**config.mk**
```make
export PLATFORM = sky130hd
export DESIGN_NAME = joystick_frame_interposer
export DESIGN_NICKNAME = d
export VERILOG_FILES = /design/src/rtl/core/jfi_pkg.sv /design/src/rtl/core/jfi_front.sv /design/src/rtl/core/jfi_queue.sv /design/src/rtl/core/jfi_back.sv /design/src/rtl/core/joystick_frame_interposer.sv
export SDC_FILE = /design/constraint.sdc
export NUM_CORES = 1
export LEC_CHECK = 0
export BUFFER_PORTS_ARGS = -buffer_cell sky130_fd_sc_hd__buf_2
export CAP_MARGIN = 20
export CORE_ASPECT_RATIO = 0.6
export CORE_MARGIN = 2
export CORE_UTILIZATION = 61
export DETAILED_ROUTE_END_ITERATION = 8
export PLACE_DENSITY = 0.79
export SYNTH_ARGS = -nofsm -noshare
export SYNTH_HDL_FRONTEND = slang
export SYNTH_HIERARCHICAL = 1
export SYNTH_SLANG_ARGS = --single-unit
```
**constraint.sdc**
```tcl
create_clock -name clk_i -period 8.75 [get_ports clk_i]
set_input_delay 1.75 -clock clk_i [delete_from_list [all_inputs] [get_ports clk_i]]
set_output_delay 1.75 -clock clk_i [all_outputs]
set_load 0.05 [all_outputs]
```
**src/rtl/core/jfi_pkg.sv**
```systemverilog
// Package for the joystick frame interposer: shared constants, reply tables,
// the frame job passed from front to back, and queue status. No dependencies.
package jfi_pkg;

  localparam int unsigned FrameLen = 10;
  localparam int unsigned IdxW     = 4;
  localparam int unsigned QDepth   = 2;
  localparam int unsigned QPtrW    = (QDepth > 1) ? $clog2(QDepth) : 1;
  localparam int unsigned QCntW    = $clog2(QDepth + 1);

  localparam logic [IdxW-1:0] HsLen   = IdxW'(4);
  localparam logic [IdxW-1:0] AckLen  = IdxW'(6);
  localparam logic [IdxW-1:0] LastIdx = IdxW'(FrameLen - 1);

  localparam logic [7:0] HsOpcode   = 8'd116;
  localparam logic [7:0] CtrlHead   = 8'd96;
  localparam logic [7:0] CtrlMid    = 8'd128;
  localparam logic [7:0] CtrlMode   = 8'd132;
  localparam logic [7:0] CtrlTail   = 8'd15;
  localparam logic [7:0] FwdOfs     = 8'd192;
  localparam logic [7:0] GainOfs    = 8'd128;
  localparam logic [8:0] HumFwdOfs  = 9'd192;
  localparam logic [8:0] HumLeftOfs = 9'd192;
  localparam logic [7:0] HumGainOfs = 8'd128;
  // 283 mod 128: the checksum only keeps seven bits
  localparam logic [6:0] CsBase     = 7'd27;

  typedef logic [7:0] byte_t;

  localparam byte_t HsReply  [4] = '{8'd5, 8'd128, 8'd250, 8'd15};
  localparam byte_t AckReply [6] = '{8'd33, 8'd144, 8'd128, 8'd128, 8'd206, 8'd15};

  typedef struct packed {
    logic                       is_hs;
    logic [FrameLen-1:0][7:0]   ctrl;
    logic signed [8:0]          hum_fwd;
    logic signed [8:0]          hum_left;
    logic signed [7:0]          hum_gain;
  } job_t;

  typedef struct packed {
    logic full;
    logic valid;
  } q_stat_t;

  function automatic byte_t reply_byte(input logic is_hs, input logic [IdxW-1:0] idx);
    byte_t b;
    if (is_hs) begin
      b = HsReply[idx[1:0]];
    end else begin
      b = (idx[2:0] < 3'd6) ? AckReply[idx[2:0]] : AckReply[0];
    end
    return b;
  endfunction

endpackage

```
**src/rtl/core/jfi_front.sv**
```systemverilog
// Front part of the joystick frame interposer: counts link bytes into frames
// and builds one job per completed frame. Depends on jfi_pkg.
module jfi_front (
  input  logic             clk_i,
  input  logic             rst_ni,
  input  logic             push,
  output logic             full,
  input  logic [7:0]       rx_byte_i,
  input  logic             use_robot_i,
  input  logic signed [7:0] robot_forward_i,
  input  logic signed [7:0] robot_left_i,
  input  logic [6:0]       robot_gain_i,
  input  jfi_pkg::q_stat_t q_stat_i,
  output logic             job_push_o,
  output jfi_pkg::job_t    job_o
);
  import jfi_pkg::*;

  logic [IdxW-1:0] idx_q, idx_d;
  byte_t           store_q [FrameLen-1];
  logic            last_byte;
  logic            acc;
  logic [6:0]      cs_t;
  logic [6:0]      cs1;
  logic [6:0]      cs2;

  assign last_byte  = (idx_q == LastIdx);
  assign full       = last_byte && q_stat_i.full;
  assign acc        = push && !full;
  assign job_push_o = acc && last_byte;

  always_comb begin
    idx_d = idx_q;
    if (acc) begin
      idx_d = last_byte ? '0 : idx_q + IdxW'(1);
    end
  end

  always_ff @(posedge clk_i or negedge rst_ni) begin
    if (!rst_ni) begin
      idx_q <= '0;
    end else begin
      idx_q <= idx_d;
    end
  end

  // Hold the first nine bytes; the tenth is taken straight from the link.
  always_ff @(posedge clk_i) begin
    if (acc && !last_byte) begin
      store_q[idx_q] <= rx_byte_i;
    end
  end

  assign cs_t = CsBase + robot_left_i[6:0] - robot_forward_i[6:0] - robot_gain_i;
  assign cs1  = {1'b0, cs_t[6:1]};
  assign cs2  = cs_t - cs1;

  always_comb begin
    job_o          = '0;
    job_o.is_hs    = (store_q[0] == HsOpcode);
    job_o.hum_fwd  = $signed({1'b0, store_q[1]} - HumFwdOfs);
    job_o.hum_left = $signed(HumLeftOfs - {1'b0, store_q[2]});
    job_o.hum_gain = $signed(store_q[3] ^ HumGainOfs);
    if (use_robot_i) begin
      job_o.ctrl[0] = CtrlHead;
      job_o.ctrl[1] = robot_forward_i + FwdOfs;
      job_o.ctrl[2] = FwdOfs - robot_left_i;
      job_o.ctrl[3] = {1'b0, robot_gain_i} + GainOfs;
      job_o.ctrl[4] = {1'b1, cs1};
      job_o.ctrl[5] = CtrlMid;
      job_o.ctrl[6] = CtrlMode;
      job_o.ctrl[7] = CtrlMid;
      job_o.ctrl[8] = {1'b1, cs2};
      job_o.ctrl[9] = CtrlTail;
    end else begin
      for (int i = 0; i < FrameLen - 1; i++) begin
        job_o.ctrl[i] = store_q[i];
      end
      job_o.ctrl[FrameLen-1] = rx_byte_i;
    end
  end

endmodule

```
**src/rtl/core/jfi_queue.sv**
```systemverilog
// Short job queue between front and back of the joystick frame interposer.
// Depends on jfi_pkg.
module jfi_queue (
  input  logic             clk_i,
  input  logic             rst_ni,
  input  logic             push_i,
  input  jfi_pkg::job_t    job_i,
  input  logic             pop_i,
  output jfi_pkg::job_t    job_o,
  output jfi_pkg::q_stat_t stat_o
);
  import jfi_pkg::*;

  job_t             mem_q [QDepth];
  logic [QPtrW-1:0] wr_ptr_q, wr_ptr_d;
  logic [QPtrW-1:0] rd_ptr_q, rd_ptr_d;
  logic [QCntW-1:0] cnt_q, cnt_d;

  function automatic logic [QPtrW-1:0] ptr_inc(input logic [QPtrW-1:0] p);
    return (p == QPtrW'(QDepth - 1)) ? '0 : p + QPtrW'(1);
  endfunction

  assign job_o        = mem_q[rd_ptr_q];
  assign stat_o.full  = (cnt_q == QCntW'(QDepth));
  assign stat_o.valid = (cnt_q != '0);

  always_comb begin
    wr_ptr_d = push_i ? ptr_inc(wr_ptr_q) : wr_ptr_q;
    rd_ptr_d = pop_i  ? ptr_inc(rd_ptr_q) : rd_ptr_q;
    cnt_d    = cnt_q + QCntW'(push_i) - QCntW'(pop_i);
  end

  always_ff @(posedge clk_i or negedge rst_ni) begin
    if (!rst_ni) begin
      wr_ptr_q <= '0;
      rd_ptr_q <= '0;
      cnt_q    <= '0;
    end else begin
      wr_ptr_q <= wr_ptr_d;
      rd_ptr_q <= rd_ptr_d;
      cnt_q    <= cnt_d;
    end
  end

  always_ff @(posedge clk_i) begin
    if (push_i) begin
      mem_q[wr_ptr_q] <= job_i;
    end
  end

endmodule

```
**src/rtl/core/jfi_back.sv**
```systemverilog
// Back part of the joystick frame interposer: steps through one job, reply
// bytes then controller bytes, into the output register. Depends on jfi_pkg.
module jfi_back (
  input  logic              clk_i,
  input  logic              rst_ni,
  input  jfi_pkg::job_t     job_i,
  input  jfi_pkg::q_stat_t  q_stat_i,
  output logic              q_pop_o,
  output logic              empty,
  input  logic              pop,
  output logic              dest_port_o,
  output logic [7:0]        tx_byte_o,
  output logic              run_last_o,
  output logic signed [8:0] human_forward_o,
  output logic signed [8:0] human_left_o,
  output logic signed [7:0] human_gain_o
);
  import jfi_pkg::*;

  job_t            job_q;
  logic            busy_q, busy_d;
  logic [IdxW-1:0] step_q, step_d;
  logic            out_valid_q, out_valid_d;
  logic [IdxW-1:0] reply_len;
  logic [IdxW-1:0] cidx;
  logic            in_reply;
  logic            last_step;
  logic            adv;
  byte_t           cur_byte;

  assign reply_len = job_q.is_hs ? HsLen : AckLen;
  assign in_reply  = (step_q < reply_len);
  assign cidx      = step_q - reply_len;
  assign last_step = (step_q == reply_len + LastIdx);
  assign cur_byte  = in_reply ? reply_byte(job_q.is_hs, step_q) : job_q.ctrl[cidx];
  assign adv       = busy_q && (!out_valid_q || pop);
  assign q_pop_o   = q_stat_i.valid && (!busy_q || (adv && last_step));
  assign empty     = !out_valid_q;

  always_comb begin
    busy_d      = busy_q;
    step_d      = step_q;
    out_valid_d = out_valid_q;
    if (adv) begin
      out_valid_d = 1'b1;
      step_d      = step_q + IdxW'(1);
      if (last_step) begin
        busy_d = 1'b0;
      end
    end else if (pop) begin
      out_valid_d = 1'b0;
    end
    if (q_pop_o) begin
      busy_d = 1'b1;
      step_d = '0;
    end
  end

  always_ff @(posedge clk_i or negedge rst_ni) begin
    if (!rst_ni) begin
      busy_q      <= 1'b0;
      step_q      <= '0;
      out_valid_q <= 1'b0;
    end else begin
      busy_q      <= busy_d;
      step_q      <= step_d;
      out_valid_q <= out_valid_d;
    end
  end

  always_ff @(posedge clk_i) begin
    if (q_pop_o) begin
      job_q <= job_i;
    end
    if (adv) begin
      dest_port_o     <= !in_reply;
      tx_byte_o       <= cur_byte;
      run_last_o      <= last_step;
      human_forward_o <= job_q.hum_fwd;
      human_left_o    <= job_q.hum_left;
      human_gain_o    <= job_q.hum_gain;
    end
  end

endmodule

```
**src/rtl/core/joystick_frame_interposer.sv**
```systemverilog
// Top level of the joystick frame interposer: front, job queue and back.
// Depends on jfi_pkg, jfi_front, jfi_queue and jfi_back.
//
// Link bytes come in through a queue-style port (push/full) and are counted
// into 10-byte frames from reset; the byte count is not resynchronized by
// content. Use_robot and the robot_* fields are sampled with the tenth byte
// of a frame. For each frame the block delivers on the result port
// (empty/pop), oldest first, either a 4-byte handshake reply (first frame
// byte 116) or a 6-byte acknowledge to the joystick (dest_port 0), followed
// by 10 bytes to the controller (dest_port 1): the frame as received, or the
// robot control frame with its split 7-bit checksum. Run_last marks the last
// byte of each frame's run, and every byte carries the decoded human command
// of its frame. Rate: the front takes one byte per cycle unless full is up;
// the back emits one result byte per cycle while pop is held; a frame yields
// 14 or 16 result bytes. The job queue holds two finished frames; full rises
// only on a tenth byte while both slots are taken.
module joystick_frame_interposer (
  input  logic              clk_i,
  input  logic              rst_ni,
  input  logic              push,
  output logic              full,
  input  logic [7:0]        rx_byte_i,
  input  logic              use_robot_i,
  input  logic signed [7:0] robot_forward_i,
  input  logic signed [7:0] robot_left_i,
  input  logic [6:0]        robot_gain_i,
  output logic              empty,
  input  logic              pop,
  output logic              dest_port_o,
  output logic [7:0]        tx_byte_o,
  output logic              run_last_o,
  output logic signed [8:0] human_forward_o,
  output logic signed [8:0] human_left_o,
  output logic signed [7:0] human_gain_o
);
  import jfi_pkg::*;

  job_t    front_job;
  job_t    q_job;
  q_stat_t q_stat;
  logic    q_push;
  logic    q_pop;

  // Classify bytes into frames and build a job on each tenth byte.
  jfi_front u_front (
    .clk_i           (clk_i),
    .rst_ni          (rst_ni),
    .push            (push),
    .full            (full),
    .rx_byte_i       (rx_byte_i),
    .use_robot_i     (use_robot_i),
    .robot_forward_i (robot_forward_i),
    .robot_left_i    (robot_left_i),
    .robot_gain_i    (robot_gain_i),
    .q_stat_i        (q_stat),
    .job_push_o      (q_push),
    .job_o           (front_job)
  );

  // Decouple front and back so each can stall on its own.
  jfi_queue u_queue (
    .clk_i  (clk_i),
    .rst_ni (rst_ni),
    .push_i (q_push),
    .job_i  (front_job),
    .pop_i  (q_pop),
    .job_o  (q_job),
    .stat_o (q_stat)
  );

  // Play out reply and controller bytes through the output register.
  jfi_back u_back (
    .clk_i           (clk_i),
    .rst_ni          (rst_ni),
    .job_i           (q_job),
    .q_stat_i        (q_stat),
    .q_pop_o         (q_pop),
    .empty           (empty),
    .pop             (pop),
    .dest_port_o     (dest_port_o),
    .tx_byte_o       (tx_byte_o),
    .run_last_o      (run_last_o),
    .human_forward_o (human_forward_o),
    .human_left_o    (human_left_o),
    .human_gain_o    (human_gain_o)
  );

`ifndef SYNTH
  // Front never writes a job into a full queue.
  a_no_overflow: assert property (@(posedge clk_i) disable iff (!rst_ni)
    q_push |-> !q_stat.full)
    else $error("job pushed into full queue");

  // Back only takes a job that is there.
  a_no_underflow: assert property (@(posedge clk_i) disable iff (!rst_ni)
    q_pop |-> q_stat.valid)
    else $error("job popped from empty queue");

  // A run always ends on a controller byte.
  a_last_to_ctrl: assert property (@(posedge clk_i) disable iff (!rst_ni)
    (!empty && run_last_o) |-> dest_port_o)
    else $error("run ends on a joystick byte");
`endif

endmodule

```
==> impl_metrics.toml <==
[power]
leakage_nw = 6.894
ir_worst_vdd_uv = 161.3
power_per_cell_area_nw_per_um2 = 290.2

[global_route]
antenna_found_initial = 1
grt_pass1_vias = 8382
grt_overflow = 0
grt_pass1_wl_microns = 51150
grt_max_degree = 78
grtUsageTotal_pct = 23.29

[die]
chipHeight_microns = 136.3
die_x_microns = 224.6
coreArea_sq_um = 28710
rows = 48
io_pins = 74
initial_core_util_pct = 62.02
die_area_sq_um = 30610

[hold_path]
hp-class = "flop to flop"

[clock_tree]
cts_tree = "done"
cts_buffers = 38
htree_levels = 2
root_buffer = "clkbuf_16"
cts_setup_buffers = 0
cts_resized = 0
clockBufferDepth = 3
ctsHoldBuffers = 0
cts.clk_slew.worst_paths_ns = 0.06
cts_num_sinks = 443
insertion_delay_ns = 0.54

[critical_path]
cp.required_ns = 9.01
rr_worst_depth = 10
critical_path.endpoint = "u_queue/mem_q[1][95]$_DFFE_PP_"
cp_common_cell = "inv_1"
worstReg2RegEnd = "u_queue/cnt_q[1]$_DFF_PN0_"
cpLargestDelayFamily = "adder cells"
cpPeakStageDelay_ns = 0.47
cp_max_fo = 4
r2r_slack_ns = 4.28
cp_slowest_cell = "o311ai_0"
cp_cell_sequence = "buf_2 > inv_1 > fa_1 > inv_1 > fa_1 > ha_1 > a21o_1 > a21oi_1 > xnor2_1 > inv_1 > ha_1 > a21boi_0 > o21ai_0 > o311ai_0"
startpoint_type = "input pin"
crit_path_end_kind = "flop"
cp.depth = 14
path_class = "input pin to flop"
cp.arrival_ns = 5.16
crit_buf_inv = 4
crit_path_start = "robot_left_i[1]"
timing.rr.start = "u_back/step_q[1]$_DFFE_PN0P_"

[sta]
tns_ns = 0
max_freq_mhz = 204.0
setup_violations = 0
fin_crit_ns = 4.901
slew_headroom_pct = 27.96
drv_slew = 0
rsz0062_at_grt = "no"
skew_ns = 0.01418
hold_viol = 0
tightestPinTransition_ns = 1.077
post-route-period-util_pct = 56.01
fin_ws_ns = 3.849

[placed_design]
io_buffers = 73
hpwlAfterDp_microns = 21370
place_ws_ns = 3.363
gp_congestion = 0.8727

[synthesis]
synth_commonest_cells = "edfxtp_1 (429), mux2_2 (120), inv_1 (45)"
synth_warnings = 6
post_synth.cell_area_avg_sq_um = 18.39
synthCells = 968
netlist_top_cells_area = "edfxtp_1 (72%), mux2_2 (7.6%), ha_1 (2.0%), dfrtp_1 (2.0%), mux2_4 (1.8%)"
synth_top_area_share_pct = 72.36
yosysTopAreaCell = "edfxtp_1"
ys_seq_area_share_pct = 74.33
synth_most_common_cell = "edfxtp_1"
synth_seq_cells = 443
synth_nets = 1040
synth.distinct_cells = 53
synth_edf_count = 429
synthArstFlopShare_pct = 3.160
ys.flop_type = "edfxtp_1"
syn_area_sq_um = 17800

[routing]
wire_per_inst_microns = 23.89
drt-met1-wl_microns = 15950
dr.max_layer_used = "met4"
viasPerCell = 5.932
met3_length_microns = 2747
wl_met2_microns = 15290
drt_iter0_drc = 856
routed_wl_microns = 34590
drc = 0
dr.pass1.iters = 7
final_antenna_net_count = 0
dr_total_vias = 8590

[finish]
utilization_pct = 68.37
drive_gt1_share_pct = 28.61
fin_nets = 1120
nFillCells = 1810
antenna_cells = 0
synthToLayoutAreaGrowth_pct = 10.25

[outcome]
status = "complete, no violations"

[job]
drv_cap = 0
-- where the power goes --
group / switching (mW) / total [mW] / leakage, nW / internal, mW
Clock: 0.707 / 1.59 / 0.565 / 0.884
Sequential: 0.124 / 2.70 / 4.06 / 2.58
Combinational: 0.823 / 1.40 / 2.27 / 0.578
Total: 1.65 / 5.70 / 6.89 / 4.04
-- worst min path at each step --
stage	cells after the start	slack (ns)	startpoint	to
3_3_place_gp	0	0.40	u_back/job_q[11]$_DFFE_PP_	u_back/human_left_o[3]$_DFFE_PP_
4_1_cts	0	0.42	u_back/job_q[21]$_DFFE_PP_	u_back/human_forward_o[4]$_DFFE_PP_
5_1_grt	0	0.42	u_back/job_q[5]$_DFFE_PP_	u_back/human_gain_o[5]$_DFFE_PP_
6_report	0	0.42	u_back/job_q[21]$_DFFE_PP_	u_back/human_forward_o[4]$_DFFE_PP_
2_1_floorplan	0	0.40	u_back/job_q[17]$_DFFE_PP_	u_back/human_forward_o[0]$_DFFE_PP_
3_5_place_dp	0	0.40	u_back/job_q[21]$_DFFE_PP_	u_back/human_forward_o[4]$_DFFE_PP_
-- layer usage --
layer | GRT usage (%) | vias to the layer above
met5 | 0 | -
met4 | 5.997 | 0
met3 | 5.425 | 47
met2 | 33.88 | 312
met1 | 35.94 | 4417
li1 | - | 3814
-- per-stage QoR --
step	cell area [sq um]	total power, mW	hold WS (ns)	cells
after floorplan	17800	3.776	0.4003	968
after global placement	18440	4.080	0.4023	1380
after detailed placement	18440	4.118	0.4045	1380
after CTS	19590	5.706	0.4196	1445
after global routing	19630	5.912	0.4215	1448
final	19630	5.695	0.4187	1448
-- cell type report --
class                           instances  area (sq um)  area share [%]
Sequential cell                       443         13240           67.44
Multi-Input combinational cell        434          4126           21.02
Clock buffer                           48          1020           5.195
Timing Repair Buffer                   86         474.2           2.416
Tap cell                              375         469.2           2.391
Inverter                               45         168.9          0.8606
Clock inverter                         17         132.6          0.6757
-- kinds of logic after synthesis --
group	Yosys count	share of synthesized area [%]
adder cells (fa/ha/maj)	36	2.825
AO/OA/AOI/OAI	48	1.813
AND/OR/NAND/NOR	146	4.414
buffers and inverters	91	2.621
XOR/XNOR	32	1.701
multiplexers	172	12.30
flip-flops	443	74.33
-- flip-flops by register name, indices dropped and copies added (netlist names) --
name,cells
u_queue/wr_ptr_q,1
u_back/tx_byte_o,8
u_back/dest_port_o,1
u_queue/mem_q,214
u_back/job_q,107
u_back/run_last_o,1
u_back/human_forward_o,9
u_back/out_valid_q,1
u_back/human_gain_o,8
u_queue/cnt_q,2
u_back/busy_q,1
u_front/store_q,72
u_back/step_q,4
u_back/human_left_o,9
u_queue/rd_ptr_q,1
u_front/idx_q,4
-- placed cells by master, fill, tap and decap left out, drive strengths merged, types with 23 or more instances in the layout --
cell	n
mux2	141
inv	46
clkbuf	48
nor2	30
ha	29
nor2b	39
edfxtp	429
buf	86
xnor2	23
Power figures use the tool's default switching activity.
